===== src/sv/wmhp_pkg.sv =====
`timescale 1ns / 1ps
// ----------------------------------------------------------------------------
// wmhp_pkg
// Shared types and constants for the MAC header parser: role and status codes,
// header layout positions and the address role table.
// ----------------------------------------------------------------------------
package wmhp_pkg;

    // role tag attached to every byte
    typedef enum logic [3:0] {
        ROLE_FC          = 4'd0,
        ROLE_DURATION    = 4'd1,
        ROLE_DEST        = 4'd2,
        ROLE_SRC         = 4'd3,
        ROLE_BSSID       = 4'd4,
        ROLE_RECEIVER    = 4'd5,
        ROLE_TRANSMITTER = 4'd6,
        ROLE_SEQCTL      = 4'd7,
        ROLE_PAYLOAD     = 4'd8
    } t_role;

    // end-of-frame status
    typedef enum logic [1:0] {
        STATUS_OK       = 2'd0,
        STATUS_RUNT     = 2'd1,
        STATUS_NO_ADDR4 = 2'd2
    } t_status;

    // per-byte tag from the classifier
    typedef struct packed {
        t_role      role;
        logic [2:0] offset;
        t_status    status;
    } t_tag;

    localparam int unsigned POS_W = 5;

    // header layout, in byte positions
    localparam logic [POS_W-1:0] POS_DS_BYTE   = 5'd1;
    localparam logic [POS_W-1:0] POS_DURATION  = 5'd2;
    localparam logic [POS_W-1:0] POS_ADDR_BASE = 5'd4;
    localparam logic [POS_W-1:0] POS_SEQCTL    = 5'd22;
    localparam logic [POS_W-1:0] POS_ADDR4     = 5'd24;
    localparam logic [POS_W-1:0] POS_PAYLOAD4  = 5'd30;
    localparam logic [POS_W-1:0] POS_MAX       = 5'd31;
    localparam logic [POS_W-1:0] ADDR_LEN      = 5'd6;

    // minimum header lengths for the status check
    localparam logic [POS_W:0] MIN_HDR_LEN   = 6'd24;
    localparam logic [POS_W:0] ADDR4_HDR_LEN = 6'd30;

    // ToDS and FromDS both set
    localparam logic [1:0] DS_FOUR_ADDR = 2'b11;

    // address role by ds mode (bit 0 ToDS, bit 1 FromDS) and address slot
    function automatic t_role addr_role(input logic [1:0] ds, input logic [1:0] slot);
        t_role r;
        r = ROLE_PAYLOAD;
        case (ds)
            2'd0: begin
                case (slot)
                    2'd0:    r = ROLE_DEST;
                    2'd1:    r = ROLE_SRC;
                    2'd2:    r = ROLE_BSSID;
                    default: r = ROLE_PAYLOAD;
                endcase
            end
            2'd1: begin
                case (slot)
                    2'd0:    r = ROLE_BSSID;
                    2'd1:    r = ROLE_SRC;
                    2'd2:    r = ROLE_DEST;
                    default: r = ROLE_PAYLOAD;
                endcase
            end
            2'd2: begin
                case (slot)
                    2'd0:    r = ROLE_DEST;
                    2'd1:    r = ROLE_BSSID;
                    2'd2:    r = ROLE_SRC;
                    default: r = ROLE_PAYLOAD;
                endcase
            end
            default: begin
                case (slot)
                    2'd0:    r = ROLE_RECEIVER;
                    2'd1:    r = ROLE_TRANSMITTER;
                    2'd2:    r = ROLE_DEST;
                    default: r = ROLE_SRC;
                endcase
            end
        endcase
        return r;
    endfunction

endpackage


===== src/sv/wmhp_classify.sv =====
`timescale 1ns / 1ps
// ----------------------------------------------------------------------------
// wmhp_classify
// Maps a byte position and ds mode to a role, an offset within the field and,
// on the last byte, a length status.
// ----------------------------------------------------------------------------
module wmhp_classify (
    input  logic [wmhp_pkg::POS_W-1:0] i_pos,
    input  logic [1:0]                 i_ds,
    input  logic                       i_last,
    output wmhp_pkg::t_tag             o_tag
);

    logic [wmhp_pkg::POS_W-1:0] rel;
    logic [wmhp_pkg::POS_W-1:0] diff;
    logic [1:0]                 slot;
    logic [wmhp_pkg::POS_W:0]   len;
    wmhp_pkg::t_role            tag_role;
    logic [2:0]                 tag_offset;
    wmhp_pkg::t_status          tag_status;

    // position relative to the first address
    assign rel = i_pos - wmhp_pkg::POS_ADDR_BASE;
    assign len = {1'b0, i_pos} + 6'd1;

    // split the three-address region into slot and offset
    always_comb begin
        if (rel < wmhp_pkg::ADDR_LEN) begin
            slot = 2'd0;
            diff = rel;
        end else if (rel < (wmhp_pkg::ADDR_LEN << 1)) begin
            slot = 2'd1;
            diff = rel - wmhp_pkg::ADDR_LEN;
        end else begin
            slot = 2'd2;
            diff = rel - (wmhp_pkg::ADDR_LEN << 1);
        end
    end

    // role and offset by header region
    always_comb begin
        if (i_pos < wmhp_pkg::POS_DURATION) begin
            tag_role   = wmhp_pkg::ROLE_FC;
            tag_offset = i_pos[2:0];
        end else if (i_pos < wmhp_pkg::POS_ADDR_BASE) begin
            tag_role   = wmhp_pkg::ROLE_DURATION;
            tag_offset = 3'(i_pos - wmhp_pkg::POS_DURATION);
        end else if (i_pos < wmhp_pkg::POS_SEQCTL) begin
            tag_role   = wmhp_pkg::addr_role(i_ds, slot);
            tag_offset = diff[2:0];
        end else if (i_pos < wmhp_pkg::POS_ADDR4) begin
            tag_role   = wmhp_pkg::ROLE_SEQCTL;
            tag_offset = 3'(i_pos - wmhp_pkg::POS_SEQCTL);
        end else if (i_pos < wmhp_pkg::POS_PAYLOAD4 && i_ds == wmhp_pkg::DS_FOUR_ADDR) begin
            tag_role   = wmhp_pkg::addr_role(i_ds, 2'd3);
            tag_offset = 3'(i_pos - wmhp_pkg::POS_ADDR4);
        end else begin
            tag_role   = wmhp_pkg::ROLE_PAYLOAD;
            tag_offset = 3'd0;
        end
    end

    // length status, runt test first
    always_comb begin
        tag_status = wmhp_pkg::STATUS_OK;
        if (i_last) begin
            if (len < wmhp_pkg::MIN_HDR_LEN) begin
                tag_status = wmhp_pkg::STATUS_RUNT;
            end else if (i_ds == wmhp_pkg::DS_FOUR_ADDR && len < wmhp_pkg::ADDR4_HDR_LEN) begin
                tag_status = wmhp_pkg::STATUS_NO_ADDR4;
            end
        end
    end

    assign o_tag = '{role: tag_role, offset: tag_offset, status: tag_status};

endmodule


===== src/sv/wifi_mac_header_parser_unit.sv =====
`timescale 1ns / 1ps
// Pipeline: an accepted byte is captured in the input register and classified,
// and its result is loaded into the output register.
// Throughput: one byte per cycle while i_out_ready is high; the input register
// and the output register each advance whenever the stage after them is free.
// Reset: synchronous, active low; clears the byte position, ds mode and all
// valid flags, so the next byte is taken as frame byte 0.
// ----------------------------------------------------------------------------
// wifi_mac_header_parser_unit
// Tags each byte of an 802.11 MAC frame with its header role and field offset
// and reports a length status on the frame's last byte.
// ----------------------------------------------------------------------------
module wifi_mac_header_parser_unit (
    input  logic       i_clk,
    input  logic       i_rst_n,
    input  logic       i_in_valid,
    output logic       o_in_ready,
    input  logic [7:0] i_data_byte,
    input  logic       i_last_byte,
    output logic       o_out_valid,
    input  logic       i_out_ready,
    output logic [7:0] o_byte_out,
    output logic [3:0] o_role,
    output logic [2:0] o_field_offset,
    output logic       o_frame_end,
    output logic [1:0] o_status
);

    // frame tracking state
    logic [wmhp_pkg::POS_W-1:0] r_pos;
    logic [wmhp_pkg::POS_W-1:0] n_pos;
    logic [1:0]                 r_ds;
    logic [1:0]                 n_ds;
    logic [1:0]                 ds_now;

    // input register
    logic                       r_s1_valid;
    logic [7:0]                 r_s1_byte;
    logic                       r_s1_last;
    logic [wmhp_pkg::POS_W-1:0] r_s1_pos;
    logic [1:0]                 r_s1_ds;

    // result register
    logic                       r_out_valid;
    logic [7:0]                 r_out_byte;
    logic                       r_out_last;
    wmhp_pkg::t_tag             r_out_tag;

    wmhp_pkg::t_tag             s1_tag;
    logic                       s1_ready;
    logic                       s2_ready;
    logic                       in_fire;

    // pipeline flow control
    assign s2_ready   = !r_out_valid || i_out_ready;
    assign s1_ready   = !r_s1_valid || s2_ready;
    assign o_in_ready = s1_ready;
    assign in_fire    = i_in_valid && s1_ready;

    // ds bits come from frame byte 1 and apply to that byte already
    assign ds_now = (r_pos == wmhp_pkg::POS_DS_BYTE) ? i_data_byte[1:0] : r_ds;

    // next position and ds mode
    always_comb begin
        n_pos = r_pos;
        n_ds  = r_ds;
        if (in_fire) begin
            if (i_last_byte) begin
                n_pos = '0;
                n_ds  = '0;
            end else begin
                n_ds = ds_now;
                if (r_pos < wmhp_pkg::POS_MAX) begin
                    n_pos = r_pos + 5'd1;
                end
            end
        end
    end

    always_ff @(posedge i_clk) begin
        if (!i_rst_n) begin
            r_pos <= '0;
            r_ds  <= '0;
        end else begin
            r_pos <= n_pos;
            r_ds  <= n_ds;
        end
    end

    // input register
    always_ff @(posedge i_clk) begin
        if (!i_rst_n) begin
            r_s1_valid <= 1'b0;
        end else if (s1_ready) begin
            r_s1_valid <= i_in_valid;
        end
        if (in_fire) begin
            r_s1_byte <= i_data_byte;
            r_s1_last <= i_last_byte;
            r_s1_pos  <= r_pos;
            r_s1_ds   <= ds_now;
        end
    end

    // byte classification
    wmhp_classify u_classify (
        .i_pos  (r_s1_pos),
        .i_ds   (r_s1_ds),
        .i_last (r_s1_last),
        .o_tag  (s1_tag)
    );

    // result register
    always_ff @(posedge i_clk) begin
        if (!i_rst_n) begin
            r_out_valid <= 1'b0;
        end else if (s2_ready) begin
            r_out_valid <= r_s1_valid;
        end
        if (s2_ready && r_s1_valid) begin
            r_out_byte <= r_s1_byte;
            r_out_last <= r_s1_last;
            r_out_tag  <= s1_tag;
        end
    end

    assign o_out_valid    = r_out_valid;
    assign o_byte_out     = r_out_byte;
    assign o_role         = r_out_tag.role;
    assign o_field_offset = r_out_tag.offset;
    assign o_frame_end    = r_out_last;
    assign o_status       = r_out_tag.status;

    // a last byte sends tracking back to frame start
    a_last_restarts: assert property (@(posedge i_clk) disable iff (!i_rst_n)
        in_fire && i_last_byte |=> r_pos == '0 && r_ds == '0)
        else $error("position not cleared after last byte");

    // ds mode is only known once byte 1 has gone by
    a_ds_after_byte1: assert property (@(posedge i_clk) disable iff (!i_rst_n)
        r_ds != '0 |-> r_pos > wmhp_pkg::POS_DS_BYTE)
        else $error("ds mode set before frame byte 1");

    // a nonzero status only comes with the frame end
    a_status_at_end: assert property (@(posedge i_clk) disable iff (!i_rst_n)
        o_out_valid && o_status != wmhp_pkg::STATUS_OK |-> o_frame_end)
        else $error("status reported on a non-final byte");

    // payload bytes carry no offset
    a_payload_offset: assert property (@(posedge i_clk) disable iff (!i_rst_n)
        o_out_valid && o_role == wmhp_pkg::ROLE_PAYLOAD |-> o_field_offset == 3'd0)
        else $error("payload byte with nonzero offset");

endmodule

===== config.mk =====
export PLATFORM = sky130hd
export DESIGN_NAME = wifi_mac_header_parser_unit
export DESIGN_NICKNAME = d
export VERILOG_FILES = /design/src/sv/wmhp_pkg.sv /design/src/sv/wmhp_classify.sv /design/src/sv/wifi_mac_header_parser_unit.sv
export SDC_FILE = /design/constraint.sdc
export NUM_CORES = 1
export LEC_CHECK = 0
export ABC_AREA = 0
export BUFFER_PORTS_ARGS = -buffer_cell sky130_fd_sc_hd__buf_2
export CORE_ASPECT_RATIO = 0.75
export CORE_MARGIN = 5
export CORE_UTILIZATION = 56
export CTS_CLUSTER_SIZE = 8
export DETAILED_ROUTE_END_ITERATION = 8
export PLACE_DENSITY = 0.79
export SETUP_SLACK_MARGIN = 0.4
export SLEW_MARGIN = 20
export SYNTH_ARGS = -nofsm -noshare
export SYNTH_HDL_FRONTEND = slang
export SYNTH_SLANG_ARGS = --single-unit

===== constraint.sdc =====
create_clock -name i_clk -period 2.8 [get_ports i_clk]
set_input_delay 0.84 -clock i_clk [delete_from_list [all_inputs] [get_ports i_clk]]
set_output_delay 0.84 -clock i_clk [all_outputs]
set_load 0.1 [all_outputs]

==> reports/metrics.csv <==
metric,value,unit
min_path_type,reg -> reg,
dpl.cell_count,257,
nets,233,
cts_tree,yes,
synth-seq-cells,43,
yosys-top-cells-area,"edfxtp_1, dfxtp_1, ha_1, o21ai_0, nor2b_1",
synth_top_cell_area_share,48.5,%
synth.area.mux_share,2.26,%
p_sw_share,26.1,%
ys_seq_area_share,57.1,%
power-per-cell-area,607,nW/um^2
hold_buffers,0,
synthesis.nets,199,
status,"complete, no violations",
first_iter_violations,164,
yosysTopAreaCell,edfxtp_1,
ys_types,52,
slowest_delay,0.23,ns
crit_fanout,6,
clk_pin_slew,0.08,ns
synthCells,178,
cap_violations,0,
synth_edf_count,34,
rows,19,
slew_violations,0,
seq_area,1200,um^2
maxSlewHeadroom,54.9,%
overflow,0,
power.leakage,0.000950,uW
grt_antenna_before_repair,0,
clkPwrFrac,34.9,%
pwr-share-comb,15.5,%
clk_path_buf_depth,2,
yosysMostFrequentCell,edfxtp_1,
fin_cells,265,
synth_xor_area_share,2.44,%
peakVddDrop,0.000363,V
port_buffers,32,
intPower,1100,uW
numCtsBuffers,5,
required,1.96,ns
period_minus_slack,2.27,ns
syn_to_final_growth,16.9,%
insertion_delay,0.29,ns
grt_start_max_net_pins,20,
diodes,0,
synth_top_family_by_area,simple AND/OR/NAND/NOR gates,
core,3640,um^2
tightestPinTransition,0.675,ns
async_flop_share,0,%
die_x,80.8,um
fmax,0.440,GHz
grt_setup_unrepaired,no,
cp_cell_sequence,"buf_2, and3b_1, inv_2, buf_12",
synthFlopType,edfxtp_1,
cp-start-kind,primary input,
setup_violations,0,
hold_violations,0,
grt_pass1_wl,6820,um
synthesis.area,2100,um^2
drive_gt1_share,23.9,%
dr.pass1.iters,4,
drc,0,
arrival,1.43,ns
setup-tns-final,0,ns
postLayoutCoreUtil,67.6,%
synth_common_cells,"edfxtp_1, o21ai_0, dfxtp_1, inv_1, nand2_1",
vias,1519,
yosysWarnings,0,
p_total,1490,uW
synth_compound_area_share,15.0,%
io_pins,33,
critPathKind,in -> out,
avgSynthCellArea,11.8,um^2
clock-root-buffer,clkbuf_8,
multi_input_area,831,um^2
synth_simple_gate_area_share,15.0,%
slowest_stage,and3b_1,
finClkSkew,0.00834,ns
initial_core_util,57.9,%
wl_per_cell,15.8,um
die_area,5100,um^2
cp-end-kind,primary output,
grt_usage,17.5,%
vias_per_cell,5.73,
first_global_vias,1488,
p_switching,390,uW
routabilityCongestion,0.928,
cts_setup_buffers,0,
drt_wl_total,4200,um
h-tree-depth,2,
min_period_over_period,81.1,%
synthAdderAreaFrac,4.76,%
seqPwrFrac,49.6,%
cts_sinks,43,
nFillCells,270,
ant_nets,0,
cts_resized,0,
dp_hpwl,3090,um
die_y,63.1,um
-- area by class of cell --
cell class                      count  share of cell area (%)
Multi-Input combinational cell    117                    33.8
Tap cell                           52                    2.64
Inverter                           10                    1.53
Timing Repair Buffer               35                    8.04
Clock buffer                        7                    3.97
Sequential cell                    43                    48.8
Clock inverter                      1                    1.22
-- power groups by stage --
stage | Clock (uW) | Sequential [uW] | Combinational (uW)
finish | 521 | 741 | 231
global route | 560 | 744 | 244
CTS | 527 | 740 | 229
detailed placement | 0 | 755 | 228
global placement | 0 | 753 | 221
floorplan | 0 | 845 | 89.1
-- per-layer routing --
metal | track usage, % | wire length, um | vias up
met5 | 0 | 0 | -
met4 | 6.12 | 82 | 0
met3 | 4.27 | 272 | 14
met2 | 29.5 | 2070 | 64
met1 | 21.6 | 1770 | 704
li1 | - | - | 737
-- through the flow --
| step | setup WS [ns] | hold WS [ns] | cell area, um^2 |
|---|---|---|---|
| after floorplan | 0.476 | 0.400 | 2100 |
| after global placement | 0.543 | 0.401 | 2330 |
| after detailed placement | 0.528 | 0.405 | 2330 |
| after CTS | 0.526 | 0.423 | 2460 |
| after global routing | 0.498 | 0.443 | 2460 |
| final | 0.528 | 0.423 | 2460 |
-- logic make-up (layout without fill, tap and decap cells) --
kind of cell / after synthesis / count (layout)
buffers and inverters: 18 / 53
XOR/XNOR: 5 / 5
adder cells (fa/ha/maj): 8 / 8
AND/OR/NAND/NOR: 53 / 53
AO/OA/AOI/OAI: 47 / 47
multiplexers: 4 / 4
flip-flops: 43 / 43
-- critical path, delay by kind of cell --
family | cells | cell delay (ns)
buffers and inverters | 3 | 0.36
AND/OR/NAND/NOR | 1 | 0.23
-- flip-flops by register name, summed over array words and instances (netlist names) --
register	count
r_s1_ds	2
o_status	2
o_field_offset	3
o_byte_out	8
r_s1_pos	5
r_s1_byte	8
r_s1_last	1
o_role	4
r_s1_valid	1
o_frame_end	1
o_out_valid	1
r_pos	5
r_ds	2
-- layout by cell type, fill, tap and decap left out, drive strengths merged, types with 2 or more instances in the layout --
cell type and n:
a21boi 4, a21oi 8, a22oi 3, a31oi 2
and2 2, and3 3, buf 35, clkbuf 7
dfxtp 9, edfxtp 34, ha 8, inv 10
mux2 3, nand2 9, nand3 4, nand3b 2
nand4 2, nor2 4, nor2b 8, nor3 5
nor4b 2, o2111ai 2, o21a 3, o21ai 12
o31ai 2, or2 2, or3 4, xnor2 2
xor2 3
-- worst paths after layout --
| check | from | to | slack (ns) | depth (start not counted) |
|---|---|---|---|---|
| worst max-delay path | i_out_ready | o_in_ready | 0.53 | 4 |
| worst min-delay path | r_s1_byte[2]$_DFFE_PP_ | o_byte_out[2]$_DFFE_PP_ | 0.42 | 0 |
| worst max register to register | r_s1_pos[2]$_DFFE_PP_ | o_field_offset[1]$_DFFE_PP_ | 0.72 | 6 |
| worst min register to register | r_s1_byte[2]$_DFFE_PP_ | o_byte_out[2]$_DFFE_PP_ | 0.42 | 0 |
(Power assumes the default switching activity.)
